$ cat src/bhpq_pkg.sv
// Shared types and constants for the binary heap priority queue.
// No dependencies; every other file in src except bhpq_ram imports this package.
`timescale 1ns / 1ps

package bhpq_pkg;

  localparam int unsigned SlotsDefault     = 256;
  localparam int unsigned ValueBitsDefault = 8;
  localparam int unsigned KeyW             = 32;
  localparam int unsigned ValW             = 8;
  localparam int unsigned CountW           = 8;
  localparam int unsigned StatusW          = 2;

  typedef enum logic [StatusW-1:0] {
    StatusOk    = 2'd0,
    StatusFull  = 2'd1,
    StatusEmpty = 2'd2
  } status_e;

  typedef enum logic {
    OpInsert = 1'b0,
    OpDelete = 1'b1
  } opcode_e;

  typedef enum logic [3:0] {
    StIdle,
    StInsRd,
    StInsCmp,
    StDelTop,
    StDelLast,
    StDelCur,
    StSiftL,
    StSiftR,
    StSiftCmp,
    StFin
  } state_e;

endpackage

$ cat src/bhpq_cmp.sv
// Shared key comparator: tells whether the upper entry must give way.
// Depends on bhpq_pkg for the key width.
`timescale 1ns / 1ps

module bhpq_cmp (
  input  logic                               max_mode_i,
  input  logic signed [bhpq_pkg::KeyW-1:0]   upper_i,
  input  logic signed [bhpq_pkg::KeyW-1:0]   lower_i,
  output logic                               loses_o
);

  import bhpq_pkg::*;

  // ties never lose, so equal keys do not move past each other
  assign loses_o = max_mode_i ? (upper_i < lower_i) : (upper_i > lower_i);

endmodule

$ cat config.mk
export PLATFORM = sky130hd
export DESIGN_NAME = bhpq_cmp
export DESIGN_NICKNAME = d
export VERILOG_FILES = /design/src/bhpq_pkg.sv /design/src/bhpq_cmp.sv
export SDC_FILE = /design/constraint.sdc
export NUM_CORES = 1
export LEC_CHECK = 0
export BUFFER_PORTS_ARGS = -buffer_cell sky130_fd_sc_hd__buf_2
export CAP_MARGIN = 25
export CORE_ASPECT_RATIO = 1.25
export CORE_MARGIN = 3
export CORE_UTILIZATION = 35
export DETAILED_ROUTE_END_ITERATION = 8
export PLACE_DENSITY_LB_ADDON = 0.1
export SLEW_MARGIN = 10
export SYNTH_ARGS = -nofsm -noshare
export SYNTH_HDL_FRONTEND = slang
export SYNTH_SLANG_ARGS = --single-unit
$ cat constraint.sdc
create_clock -name vclk -period 2.2
set_input_delay 0.22 -clock vclk [all_inputs]
set_output_delay 0.22 -clock vclk [all_outputs]
set_load 0.005 [all_outputs]
==> flow_summary.toml <==
[clocking]
ctsHoldBuffers = 0

[critical_path]
setup.worst_path.end = "loses_o"
critPathMaxFanout = 2
critical_path.cell_chain = "buf_2, inv_1, ha_4, nand3_1, nand2_1, a221o_1, a211o_1, a21oi_2, mux2_4, buf_6"
path_class = "input port to output port"
start_kind = "input port"
cp-end-kind = "output port"
required_ns = 1.98
crit_slowest_cell = "a221o_1"
setup.worst_path.start = "lower_i[13]"
slowest_delay_ns = 0.35
arrival_ns = 1.97

[place]
hpwlAfterDp_microns = 1930
portBuffers = 66
globalplace.congestion = 0.724
dp_cells = 216

[logic_synthesis]
synth_fp_nets = 213
synth_warnings = 0
synth_area_leaders = "ha_1 48%, inv_1 15%, a21oi_1 7.2%"
netlist_area_sq_um = 830
synth_cells = 116
yosys.area.top_type = "ha_1"
yosys-top-cells-count = "34 x inv_1, 32 x ha_1, 12 x a21oi_1"
synth-seq-area-share = 0
avgSynthCellArea_sq_um = 7.15
synth.most_common_cell = "inv_1"
yosysUniqueCellTypes = 21
synth_top_area_frac = 0.483

[timing]
max-slew-margin-rel = 0.808
fmax_ghz = 0.457
rsz0062_at_grt = "yes"
hold_violations = 0
min_period_ns = 2.19
period_share = 0.994
setup_violations = 0
finalSetupTns_ns = 0
worst_pin_slew_ns = 0.286
final-max-slew-violation-count = 0

[die]
chipHeight_microns = 60.4
core_area_sq_um = 2230
num_rows = 19
ioPinCount = 66
die-area_sq_um = 2990
die_w_microns = 49.5
start_util = 0.371

[detailed_routing]
drt_iter0_drc = 3
finalWirelength_microns = 2220
post_drt_wl_per_cell_microns = 10.2
drc = 0
firstDrtPassIters = 4
vias = 1052
vias_per_cell = 4.85
antenna_left = 0

[power]
p_total_uw = 254
ir_drop_mv = 0.0908
cellPowerDensity_nw_per_um2 = 180
leakagePower_nw = 0.815

[finish]
antenna_cells = 0
seq_cells = 0
clock_buffers = 0
final_nets = 285
final_cells = 217
syn2layout_area_growth_pct = 69.7
drive_gt1_frac = 0.522
regArea_sq_um = 0

[hold_path]
hp-class = "input port to output port"
holdCritStartpoint = "max_mode_i"

[job]
maxCapViolCount = 0

[global_route]
grt_antenna_before_repair = 0
grt_pass1_wl_microns = 3130
grt_pass1_vias = 932
overflow = 0
grt_usage = 0.122
grt_max_degree = 4

[status]
status = "complete, no violations"
## worst min path at each step
stage	endpoint	cells after the start	slack, ns
floorplan	loses_o	2	0.68
global placement	loses_o	4	0.90
detailed placement	loses_o	4	0.90
CTS	loses_o	4	0.90
global route	loses_o	4	0.95
finish	loses_o	4	0.90
## kinds of logic after synthesis
| kind of cell | synth area share |
|---|---|
| compound gates | 0.198 |
| xor+xnor | 0.0106 |
| fa+ha+maj | 0.483 |
| buf+inv | 0.154 |
| mux | 0.0136 |
| simple gates | 0.142 |
## cell type report
cell class	count	area [sq um]
inverter	34	130
multi-input combinational	82	860
timing repair buffer	70	379
tap	31	38.8
fill	215	827
## stage by stage
step | utilization | hold WS [ns] | area (sq um) | setup slack, ns
2_1_floorplan | - | 0.684 | 830 | 0.267
3_3_place_gp | 0.546 | 0.905 | 1220 | 0.0162
4_1_cts | 0.546 | 0.901 | 1220 | 0.00583
5_1_grt | 0.630 | 0.948 | 1410 | -0.0379
6_report | 0.630 | 0.900 | 1410 | 0.0123
3_5_place_dp | 0.546 | 0.898 | 1220 | 0.00602
## layer usage
metal | track usage | vias to the layer above | routed length, microns
li1 | - | 547 | -
met1 | 0.125 | 466 | 777
met2 | 0.278 | 37 | 1280
met3 | 0.00737 | 2 | 142
met4 | 0 | 0 | 17
met5 | 0 | - | 0
## critical path: cells and delay by family
kind / cells / cell delay [ns]
buf+inv: 3 / 0.30
compound gates: 3 / 0.79
simple gates: 2 / 0.14
mux: 1 / 0.31
fa+ha+maj: 1 / 0.21
## power by group
group          internal (mW)  switching [mW]
Combinational          0.143           0.111
Sequential                 0               0
Clock                      0               0
## layout by cell type (no fill, tap or decap), types with 2 or more instances in the layout
cell / n
a21o_1: 3
a21oi_1: 10
a21oi_2: 4
buf_2: 63
buf_4: 4
buf_6: 3
ha_1: 21
ha_4: 11
inv_1: 26
inv_2: 7
nand2_1: 7
nand3_1: 3
nand4_1: 6
o21ai_0: 2
o21ai_1: 2
## timing repair
action,in CTS,in global routing
setup endpoints to repair,0,1
setup buffers,0,1
hold endpoints to repair,0,0
gates resized for setup,0,30
No activity file was read; power rests on OpenSTA's default activity.
