--- src/bhpq_pkg.sv ---
// Shared types and constants for the binary heap priority queue.
// No dependencies; every other file in src except bhpq_ram imports this package.
`timescale 1ns / 1ps

package bhpq_pkg;

  localparam int unsigned SlotsDefault     = 256;
  localparam int unsigned ValueBitsDefault = 8;
  localparam int unsigned KeyW             = 32;
  localparam int unsigned ValW             = 8;
  localparam int unsigned CountW           = 8;
  localparam int unsigned StatusW          = 2;

  typedef enum logic [StatusW-1:0] {
    StatusOk    = 2'd0,
    StatusFull  = 2'd1,
    StatusEmpty = 2'd2
  } status_e;

  typedef enum logic {
    OpInsert = 1'b0,
    OpDelete = 1'b1
  } opcode_e;

  typedef enum logic [3:0] {
    StIdle,
    StInsRd,
    StInsCmp,
    StDelTop,
    StDelLast,
    StDelCur,
    StSiftL,
    StSiftR,
    StSiftCmp,
    StFin
  } state_e;

endpackage

--- src/bhpq_seq.sv ---
// Sequencer and datapath: sift-up on insert, sift-down on delete, result register.
// Depends on bhpq_pkg; drives bhpq_ram and bhpq_cmp through the top level.
`timescale 1ns / 1ps

module bhpq_seq #(
  parameter int unsigned SLOTS      = bhpq_pkg::SlotsDefault,
  parameter int unsigned VALUE_BITS = bhpq_pkg::ValueBitsDefault,
  localparam int unsigned AW  = $clog2(SLOTS),
  localparam int unsigned SVB = (VALUE_BITS < bhpq_pkg::ValW) ? VALUE_BITS : bhpq_pkg::ValW,
  localparam int unsigned EW  = bhpq_pkg::KeyW + SVB
) (
  input  logic                              clk_i,
  input  logic                              rst_ni,
  input  logic                              in_valid_i,
  output logic                              in_ready_o,
  input  logic                              opcode_i,
  input  logic signed [bhpq_pkg::KeyW-1:0]  entry_key_i,
  input  logic [bhpq_pkg::ValW-1:0]         entry_value_i,
  output logic                              out_valid_o,
  input  logic                              out_ready_i,
  output logic [bhpq_pkg::StatusW-1:0]      status_o,
  output logic signed [bhpq_pkg::KeyW-1:0]  top_key_o,
  output logic [bhpq_pkg::ValW-1:0]         top_value_o,
  output logic [bhpq_pkg::CountW-1:0]       entry_count_o,
  output logic                              wr_en_o,
  output logic [AW-1:0]                     wr_addr_o,
  output logic [EW-1:0]                     wr_data_o,
  output logic [AW-1:0]                     rd_addr_o,
  input  logic [EW-1:0]                     rd_data_i,
  output logic signed [bhpq_pkg::KeyW-1:0]  cmp_upper_o,
  output logic signed [bhpq_pkg::KeyW-1:0]  cmp_lower_o,
  input  logic                              cmp_loses_i
);

  import bhpq_pkg::*;

  state_e         state_q, state_d;
  status_e        status_q, status_d;
  logic [AW-1:0]  count_q, count_d;
  logic [AW-1:0]  pos_q, pos_d;
  logic [EW-1:0]  cur_q, cur_d;
  logic [EW-1:0]  top_q, top_d;
  logic [EW-1:0]  best_q, best_d;
  logic [AW-1:0]  best_idx_q, best_idx_d;
  logic           best_child_q, best_child_d;

  logic                  out_valid_q, out_valid_d;
  status_e               out_status_q, out_status_d;
  logic [EW-1:0]         out_top_q, out_top_d;
  logic [AW-1:0]         out_count_q, out_count_d;

  logic [AW:0]    l_idx, r_idx, cnt_ext;
  logic           l_ok, r_ok, full, out_load;
  logic           fin_child;
  logic [EW-1:0]  fin_ent;
  logic [AW-1:0]  fin_idx;

  assign cnt_ext = {1'b0, count_q};
  assign l_idx   = {pos_q, 1'b0};
  assign r_idx   = l_idx + (AW+1)'(1);
  assign l_ok    = l_idx <= cnt_ext;
  assign r_ok    = r_idx <= cnt_ext;
  assign full    = count_q == AW'(SLOTS - 1);

  // pick the winner among current holder, left child and right child
  always_comb begin
    fin_child = best_child_q;
    fin_ent   = best_q;
    fin_idx   = best_idx_q;
    if (r_ok && cmp_loses_i) begin
      fin_child = 1'b1;
      fin_ent   = rd_data_i;
      fin_idx   = r_idx[AW-1:0];
    end
  end

  assign out_load = (state_q == StFin) && (!out_valid_q || out_ready_i);

  always_comb begin
    state_d      = state_q;
    status_d     = status_q;
    count_d      = count_q;
    pos_d        = pos_q;
    cur_d        = cur_q;
    top_d        = top_q;
    best_d       = best_q;
    best_idx_d   = best_idx_q;
    best_child_d = best_child_q;
    out_valid_d  = out_valid_q && !out_ready_i;
    out_status_d = out_status_q;
    out_top_d    = out_top_q;
    out_count_d  = out_count_q;
    wr_en_o      = 1'b0;
    wr_addr_o    = pos_q;
    wr_data_o    = cur_q;
    rd_addr_o    = pos_q;
    cmp_upper_o  = cur_q[EW-1 -: KeyW];
    cmp_lower_o  = rd_data_i[EW-1 -: KeyW];
    in_ready_o   = state_q == StIdle;

    case (state_q)
      StIdle: begin
        if (in_valid_i) begin
          cur_d    = {entry_key_i, entry_value_i[SVB-1:0]};
          top_d    = '0;
          status_d = StatusOk;
          if (opcode_i == OpInsert) begin
            if (full) begin
              status_d = StatusFull;
              state_d  = StFin;
            end else begin
              count_d = count_q + AW'(1);
              pos_d   = count_q + AW'(1);
              state_d = StInsRd;
            end
          end else begin
            if (count_q == '0) begin
              status_d = StatusEmpty;
              state_d  = StFin;
            end else begin
              state_d = StDelTop;
            end
          end
        end
      end
      StInsRd: begin
        if (pos_q == AW'(1)) begin
          wr_en_o = 1'b1;
          state_d = StFin;
        end else begin
          rd_addr_o = pos_q >> 1;
          state_d   = StInsCmp;
        end
      end
      StInsCmp: begin
        // parent data is on rd_data_i
        cmp_upper_o = rd_data_i[EW-1 -: KeyW];
        cmp_lower_o = cur_q[EW-1 -: KeyW];
        wr_en_o     = 1'b1;
        if (cmp_loses_i) begin
          wr_data_o = rd_data_i;
          pos_d     = pos_q >> 1;
          state_d   = StInsRd;
        end else begin
          state_d = StFin;
        end
      end
      StDelTop: begin
        rd_addr_o = AW'(1);
        state_d   = StDelLast;
      end
      StDelLast: begin
        rd_addr_o = count_q;
        top_d     = rd_data_i;
        state_d   = StDelCur;
      end
      StDelCur: begin
        cur_d   = rd_data_i;
        count_d = count_q - AW'(1);
        pos_d   = AW'(1);
        state_d = StSiftL;
      end
      StSiftL: begin
        if (l_ok) begin
          rd_addr_o = l_idx[AW-1:0];
          state_d   = StSiftR;
        end else begin
          wr_en_o = 1'b1;
          state_d = StFin;
        end
      end
      StSiftR: begin
        rd_addr_o = r_idx[AW-1:0];
        if (cmp_loses_i) begin
          best_d       = rd_data_i;
          best_idx_d   = l_idx[AW-1:0];
          best_child_d = 1'b1;
        end else begin
          best_d       = cur_q;
          best_idx_d   = pos_q;
          best_child_d = 1'b0;
        end
        state_d = StSiftCmp;
      end
      StSiftCmp: begin
        cmp_upper_o = best_q[EW-1 -: KeyW];
        wr_en_o     = 1'b1;
        if (fin_child) begin
          wr_data_o = fin_ent;
          pos_d     = fin_idx;
          state_d   = StSiftL;
        end else begin
          state_d = StFin;
        end
      end
      StFin: begin
        if (out_load) begin
          out_valid_d  = 1'b1;
          out_status_d = status_q;
          out_top_d    = top_q;
          out_count_d  = count_q;
          state_d      = StIdle;
        end
      end
      default: begin
        state_d = StIdle;
      end
    endcase
  end

  always_ff @(posedge clk_i or negedge rst_ni) begin
    if (!rst_ni) begin
      state_q     <= StIdle;
      count_q     <= '0;
      out_valid_q <= 1'b0;
    end else begin
      state_q     <= state_d;
      count_q     <= count_d;
      out_valid_q <= out_valid_d;
    end
  end

  always_ff @(posedge clk_i) begin
    status_q     <= status_d;
    pos_q        <= pos_d;
    cur_q        <= cur_d;
    top_q        <= top_d;
    best_q       <= best_d;
    best_idx_q   <= best_idx_d;
    best_child_q <= best_child_d;
    out_status_q <= out_status_d;
    out_top_q    <= out_top_d;
    out_count_q  <= out_count_d;
  end

  assign out_valid_o   = out_valid_q;
  assign status_o      = out_status_q;
  assign top_key_o     = out_top_q[EW-1 -: KeyW];
  assign top_value_o   = ValW'(out_top_q[SVB-1:0]);
  assign entry_count_o = CountW'(out_count_q);

`ifndef SYNTHESIS
  a_insert_grows: assert property (@(posedge clk_i) disable iff (!rst_ni)
    (state_q == StIdle && in_valid_i && opcode_i == OpInsert && !full)
      |=> count_q == $past(count_q) + AW'(1))
    else $error("insert did not grow the fill count");

  a_full_status: assert property (@(posedge clk_i) disable iff (!rst_ni)
    (out_load && status_q == StatusFull) |-> full)
    else $error("full status reported with free slots");

  a_empty_status: assert property (@(posedge clk_i) disable iff (!rst_ni)
    (out_load && status_q == StatusEmpty) |-> count_q == '0)
    else $error("empty status reported with live entries");

  a_write_slot: assert property (@(posedge clk_i) disable iff (!rst_ni)
    wr_en_o |-> (wr_addr_o != '0 && state_q != StIdle && state_q != StFin))
    else $error("heap write outside an operation or to slot zero");
`endif

endmodule
--- config.mk ---
export PLATFORM = sky130hd
export DESIGN_NAME = bhpq_seq
export DESIGN_NICKNAME = d
export VERILOG_FILES = /design/src/bhpq_pkg.sv /design/src/bhpq_seq.sv
export SDC_FILE = /design/constraint.sdc
export NUM_CORES = 1
export LEC_CHECK = 0
export BUFFER_PORTS_ARGS = -buffer_cell sky130_fd_sc_hd__buf_2
export CAP_MARGIN = 10
export CORE_ASPECT_RATIO = 0.6
export CORE_MARGIN = 2
export CORE_UTILIZATION = 35
export DETAILED_ROUTE_END_ITERATION = 6
export HOLD_SLACK_MARGIN = 0.02
export PLACE_DENSITY_LB_ADDON = 0.25
export REMOVE_ABC_BUFFERS = 1
export SETUP_SLACK_MARGIN = 0.15
export SLEW_MARGIN = 20
export SYNTH_ARGS = -nofsm -noshare
export SYNTH_HDL_FRONTEND = slang
export SYNTH_SLANG_ARGS = --single-unit
export TNS_END_PERCENT = 50
--- constraint.sdc ---
create_clock -name clk_i -period 6.61 [get_ports clk_i]
set_input_delay 0.3305 -clock clk_i [delete_from_list [all_inputs] [get_ports clk_i]]
set_output_delay 0.3305 -clock clk_i [all_outputs]
set_load 0.005 [all_outputs]
==> out/results.txt, run 1 <==
status - complete, no violations
drt first pass iters - 5
register area - 6000 sq um
worst hold path class - input port to flop
post-synthesis mux area share - 9.27%
main combinational cell family by area after synthesis - simple AND/OR/NAND/NOR gates
filler instances - 3,023
flop2flop setup slack - 3.40 ns
startpoint types - flop
Worst Setup Slack, final - 2.34 ns
Final setup viols - 0
Seq/Total Area, Yosys - 55.0%
R2R depth - 7
Comb power frac - 44.6%
Final HPWL DP - 23.7 mm
Total Wirelength - 36.4 mm
IO buf count - 258
Antenna Violating Nets Remaining - 0
Cell Chain, Critical Path - inv_1, ha_1, nand4b_2, or4_4, o221ai_1, nand2_2, a221o_1, buf_2
largest net degree at the start of global routing - 98
Cell Area, Synth - 10,900 sq um
CTS tree - yes
Synth Instances - 1,044
placed cell area - 12,600 sq um
maximum VDD drop - 0.334 mV
Clk pin slew, worst setup/hold paths - 0.07 ns
crit share post-route - 64.7%
pre-CTS setup slack - 2.91 ns
met1 usage - 33.9%
met2 GRT Util - 30.2%
grt ovf - 0
CP peak stage delay - 0.69 ns
initial antenna violation count - 3
commonest non-fill, non-tap cell in the layout - nand2_1
Maximum Capacitance Violations - 0
Total GRT Usage - 21.9%
die height - 141 um
min Tclk post-route - 4.27 ns
DRC - 0
part of the power in registers - 36.4%
initial DRC count - 714
Worst EP arrival - 3.94 ns
htree depth - 1
die area - 32,600 sq um
top_reg_cell synth - edfxtp_1
Worst Setup SP - count_q[5]
vias in the first global route - 8,513
PD cells - 457 nW/um^2
sw power - 2.45 mW
Worst-Skew Late Latency - 0.51 ns
reg2reg start - state_q[0]
first-pass GRT wire length - 54.2 mm
CP bufs+invs - 2
Critical R2R Capture - count_q[7]
P_int - 3.62 mW
area delta synth->final - 21.7%
met3 Use GR - 5.46%
post-synth cell types - 53
leading cell types in the layout, fill and taps excluded - nand2_1, buf_2, edfxtp_1
crit end category - output pin
Final Wtd Congestion - 0.920
Initial Utilization - 35.3%
cts repair resizes - 0
Max FO, Critical Path - 40
Slew @ Worst Pin - 1.13 ns
normalized max-slew margin - 24.6%
Sw Ratio - 40.3%
# rows - 50
Crit Path Class - flop to output pin
core area - 30,900 sq um
post-synthesis compound-gate area fraction - 10.0%
drt wl/cell - 21.4 um
fin. max-slew vios - 0
GRT Max-Usage Layer - met1
maximum clock path buffer count - 3
Final Cell Area - 13,300 sq um
Req. time, crit path - 6.28 ns
CTS Buf Count - 21
power share of the clock group - 19.0%
CTS root buffer - clkbuf_16
Highest Clock Rate - 0.234 GHz
YS warnings - 0
die width - 232 um
EDFF count, synth - 189
final net count - 1,362
delay-heaviest family, CP - simple AND/OR/NAND/NOR gates
Synth Area in Adders - 1.15%
crit path to - wr_data_o[6]
fraction of layout cells with a size suffix above 1 - 28.7%
async set or reset register ratio after synthesis - 6.44%
Crit path depth - 8
P_leak - 5.36 nW
Num Clock Sinks - 202
Setup Skew - 0.00888 ns
total I/O pin count - 259
Mean Syn Cell Area - 10.4 sq um
synthesized flop and latch total - 202
slowest CP cell - nand2_2
RSZ-0062 raised after global routing - false
Multi-input gate area - 4570 sq um
Synth Area in Simple Gates - 19.8%
Final Hold Fails - 0
fin util - 42.9%
XOR/XNOR Fraction of Synth Area - 1.12%
Via density - 5.36
via count - 9,102
-- registers in the layout, summed over array words and instances, names as in the netlist --
| name | count |
|---|---|
| best_q | 40 |
| cur_q | 40 |
| out_top_q | 40 |
| top_q | 40 |
| best_idx_q | 8 |
| count_q | 8 |
| entry_count_o | 8 |
| wr_addr_o | 8 |
| state_q | 4 |
| status_o | 2 |
| status_q | 2 |
| best_child_q | 1 |
| out_valid_o | 1 |
-- power by group through the flow --
stage               logic, mW  registers [mW]  clock network (mW)
floorplan                1.53            2.13                   0
global placement         2.69            2.21                   0
detailed placement       2.68            2.22                   0
CTS                      2.70            2.20                1.19
global route             2.95            2.25                1.23
finish                   2.70            2.21                1.15
-- worst register-to-register path, cell delays in order, from the launching register on --
cell,delay [ns]
dfrtp_1,0.66
nor2b_1,0.49
and2_2,0.59
buf_4,0.56
and4_1,0.38
nand3_1,0.11
a21oi_1,0.17
xnor2_1,0.16
-- per-layer routing --
layer  up-vias  routed length [um]
met1      4418               17600
met5         -                  13
met3        41                3490
li1       4223                   -
met2       418               14600
met4         2                 675
-- how the worst min path moves through the flow --
stage                                 from     endpoint  slack [ns]  cells past startpoint
after global routing      entry_value_i[1]     cur_q[1]        0.08                      3
final                       entry_key_i[5]    cur_q[13]        0.09                      3
after floorplan                     rst_ni   count_q[0]        0.03                      0
after CTS                 entry_value_i[3]     cur_q[3]        0.06                      3
after detailed placement            rst_ni  out_valid_o        0.27                      1
after global placement              rst_ni  out_valid_o        0.27                      1
-- final cells by class --
class / count / area share [%]
clock buffer: 30 / 4.44
antenna: 2 / 0.0377
tap: 416 / 3.92
clock inverter: 7 / 0.453
timing repair buffer: 277 / 11.0
inverter: 15 / 0.424
sequential: 202 / 45.2
multi-input combinational: 749 / 34.5
-- timing repair --
action / CTS / global route
hold endpoints to repair: 14 / 0
buffers inserted: 0 / 0
hold buffers: 2 / 0
-- Yosys cell counts, types with 2 or more instances --
library cell / n / area [sq um]
mux2_2: 48 / 541
a31oi_1: 3 / 18.8
dfrtp_1: 13 / 325
o21ai_1: 2 / 10.0
o211ai_1: 4 / 30.0
inv_1: 14 / 52.6
ha_1: 10 / 125
buf_4: 2 / 15.0
nor2b_1: 7 / 43.8
nor2_1: 25 / 93.8
or3_1: 2 / 12.5
buf_8: 2 / 30.0
nor3_1: 7 / 35.0
a221o_1: 47 / 470
o21ai_0: 11 / 55.1
nand2_1: 345 / 1290
o221ai_1: 7 / 61.3
nand4_1: 2 / 12.5
a21oi_1: 10 / 50.1
mux2i_1: 47 / 470
nand2b_1: 3 / 18.8
xnor2_1: 14 / 123
and2_1: 43 / 269
nor4_1: 4 / 25.0
buf_1: 10 / 37.5
a22o_1: 6 / 52.6
nand3_1: 45 / 225
clkbuf_1: 58 / 218
nand3b_1: 2 / 15.0
and4_1: 2 / 17.5
buf_2: 5 / 25.0
nor4b_1: 3 / 26.3
edfxtp_1: 189 / 5680
a211oi_1: 2 / 15.0
a22oi_1: 32 / 240
-- kinds of logic (layout without fill, tap and decap cells) --
| family | count (synthesis) | in the layout |
|---|---|---|
| AO/OA/AOI/OAI | 134 | 134 |
| XOR/XNOR | 14 | 14 |
| adder cells (fa/ha/maj) | 10 | 10 |
| buffers and inverters | 93 | 329 |
| flip-flops | 202 | 202 |
| multiplexers | 95 | 95 |
| other | 0 | 2 |
| AND/OR/NAND/NOR | 496 | 496 |
-- stage by stage --
step / hold WS, ns / cells / total power [mW] / setup TNS (ns)
global route: 0.0763 / 1697 / 6.44 / 0
finish: 0.0876 / 1698 / 6.06 / 0
detailed placement: 0.273 / 1656 / 4.90 / 0
CTS: 0.0590 / 1695 / 6.08 / 0
floorplan: 0.0349 / 966 / 3.66 / -185.39
global placement: 0.274 / 1656 / 4.90 / 0
No activity file was read; power rests on OpenSTA's default activity.
==> inputs of run 2 (changes only) <==
ABC_AREA = 1   (was unset)
clock period = 3.6 ns   (was 6.61 ns; I/O delays follow)
==> out/results.txt, run 2 <==
slowest CP cell - dfrtp_2 (was nand2_2)
Total Wirelength - 36.5 mm (was 36.4 mm)
Req. time, crit path - 3.42 ns (was 6.28 ns)
grt ovf - 0 (unchanged)
PD cells - 793 nW/um^2 (was 457 nW/um^2)
crit end category - output pin (unchanged)
Final HPWL DP - 24.4 mm (was 23.7 mm)
maximum clock path buffer count - 3 (unchanged)
YS warnings - 0 (unchanged)
CTS tree - yes (unchanged)
post-synth cell types - 35 (was 53)
# rows - 49 (was 50)
leading area contributor after synthesis - edfxtp_1 (unchanged)
Tot Pwr - 11.1 mW (was 6.06 mW)
Antenna Violating Nets Remaining - 0 (unchanged)
final net count - 1,626 (was 1,362)
CP bufs+invs - 4 (was 2)
Cell Chain, Critical Path - inv_1, ha_1, nand2_1, nand2_1, nand2_1, nand2_1, nand2_1, nand2_1, nand2_4, nand2_8, nand2_1, nand2_1, clkinv_4, buf_8, nand2_1, nand3_1, buf_2 (was inv_1, ha_1, nand4b_2, or4_4, o221ai_1, nand2_2, a221o_1, buf_2)
Final Hold Fails - 0 (unchanged)
CTS root buffer - clkbuf_16 (unchanged)
Via density - 5.15 (was 5.36)
commonest non-fill, non-tap cell in the layout - nand2_1 (unchanged)
Worst-Skew Late Latency - 0.51 ns (about the same)
top_reg_cell synth - edfxtp_1 (unchanged)
min Tclk post-route - 3.19 ns
Worst EP arrival - 3.01 ns (was 3.94 ns)
largest net degree at the start of global routing - 69 (was 98)
Slew @ Worst Pin - 1.08 ns (was 1.13 ns)
first-pass GRT wire length - 54.8 mm (was 54.2 mm)
CP peak stage delay - 0.46 ns (was 0.69 ns)
Mean Syn Cell Area - 8.78 sq um (was 10.4 sq um)
filler instances - 2,908 (was 3,023)
P_leak - 6.10 nW (was 5.36 nW)
maximum VDD drop - 0.465 mV (was 0.334 mV)
total I/O pin count - 259 (unchanged)
initial antenna violation count - 2 (was 3)
via count - 10,071 (was 9,102)
IO buf count - 258 (unchanged)
startpoint types - flop (unchanged)
Synth Instances - 1,221 (was 1,044)
CTS Buf Count - 22 (was 21)
top cells by area, synth - edfxtp_1, nand2_1, o21ai_0, inv_1, dfrtp_1 (was edfxtp_1, nand2_1, mux2_2, a221o_1, mux2i_1)
area delta synth->final - 30.4% (was 21.7%)
RSZ-0062 raised after global routing - false (unchanged)
fin. max-slew vios - 0 (unchanged)
Seq/Total Area, Yosys - 56.0% (was 55.0%)
fraction of layout cells with a size suffix above 1 - 22.4% (was 28.7%)
Highest Clock Rate - 0.314 GHz
delay-heaviest family, CP - simple AND/OR/NAND/NOR gates (unchanged)
Setup Skew - 0.0117 ns (was 0.00888 ns)
die area - 32,100 sq um (was 32,600 sq um)
worst hold path class - input port to flop (unchanged)
Max FO, Critical Path - 16 (was 40)
core area - 30,000 sq um (was 30,900 sq um)
drt wl/cell - 18.7 um (was 21.4 um)
Num Clock Sinks - 202 (unchanged)
Synth top area share - 53.0% (was 52.0%)
EDFF count, synth - 189 (unchanged)
vias in the first global route - 9,166 (was 8,513)
Total GRT Usage - 22.0% (was 21.9%)
hold_ws - 0.0400 ns (was 0.0876 ns)
Final Wtd Congestion - 0.889 (was 0.920)
Cells after DPL - 1,841 (was 1,656)
status - complete, no violations (unchanged)
normalized max-slew margin - 27.9% (was 24.6%)
count leader, synth - nand2_1 (unchanged)
drt first pass iters - 6 (was 5)
non-filler cells, final - 1,956 (was 1,698)
Crit Path Class - flop to output pin (unchanged)
die width - 230 um (was 232 um)
initial DRC count - 943 (was 714)
Maximum Capacitance Violations - 0 (unchanged)
Final setup viols - 0 (unchanged)
CP most frequent cell - nand2_1
DRC - 0 (unchanged)
leading cell types in the layout, fill and taps excluded - nand2_1, buf_2, edfxtp_1 (unchanged)
Clk pin slew, worst setup/hold paths - 0.07 ns (about the same)
setup TNS - 0 ns (unchanged)
Initial Utilization - 35.7% (was 35.3%)
htree depth - 1 (unchanged)
crit share post-route - 88.6%
synthesized flop and latch total - 202 (unchanged)
async set or reset register ratio after synthesis - 6.44% (unchanged)
Synth top cells by count - nand2_1, edfxtp_1, o21ai_0 (was nand2_1, edfxtp_1, clkbuf_1)
die height - 140 um (was 141 um)
Cell Area, Synth - 10,700 sq um (was 10,900 sq um)
[run 2: cells by family after synthesis]
group | synth area share, %
AOI/OAI and AO/OA | 12.4
buffers and inverters | 7.39
DFF | 56.0
xor gates and xnor gates | 0.736
adders and majority gates | 1.17
and+or+nand+nor | 22.3
[run 2: final cells by class]
cell class,instances,area [sq um],share of cell area [%]
antenna,2,5.00,0.0358
clock buffer,29,598,4.28
clock inverter,11,205,1.47
inverter,125,482,3.45
multi-input combinational,831,4000,28.6
sequential,202,6000,43.0
tap,408,510,3.65
timing repair buffer,348,2170,15.5
[run 2: stage by stage]
stage / worst slack (ns) / cell area, sq um / util, %
3_3_place_gp: 0.607 / 12400 / 41.2
6_report: 0.411 / 14000 / 46.5
3_5_place_dp: 0.621 / 12400 / 41.2
5_1_grt: 0.170 / 14000 / 46.5
4_1_cts: 0.124 / 13900 / 46.3
2_1_floorplan: -0.618 / 10400 / -
[run 2: repair_timing]
item | 4_1_cts | 5_1_grt
hold endpoints to repair | 83 | 0
buffers inserted | 0 | 1
pin swaps | 0 | 1
cloned | 0 | 1
hold buffers | 71 | 0
setup endpoints to repair | 37 | 40
gates resized for setup | 3 | 10
[run 2: worst min-delay path, cell delays in order]
cell and delay, ns:
buf_2 0.12, nand2_1 0.06, o21ai_0 0.07
[run 2: routing by layer]
metal / routed length (um) / track usage, % / vias to the layer above
met5: 0 / 0 / -
met4: 566 / 4.04 / 0
met3: 3230 / 4.18 / 39
met2: 15600 / 32.3 / 515
met1: 17200 / 33.8 / 4769
li1: - / - / 4748
[run 2: path summary, 6_finish.rpt]
check                      cells after the start        startpoint  slack [ns]             to
max                                           17        count_q[2]        0.41  wr_data_o[23]
min                                            3  entry_value_i[1]        0.04       cur_q[1]
max reg2reg                                    9        state_q[3]        0.98   wr_addr_o[0]
min reg2reg                                    0         top_q[37]        0.41  out_top_q[37]
max in group asynchronous                      2            rst_ni        3.18     count_q[5]
min in group asynchronous                      2            rst_ni        0.13     count_q[0]
[run 2: power by group]
group          internal (mW)  total, mW  switching (mW)
Sequential              3.38       3.76           0.380
Combinational           1.59       4.75            3.16
Clock                   1.60       2.57           0.967
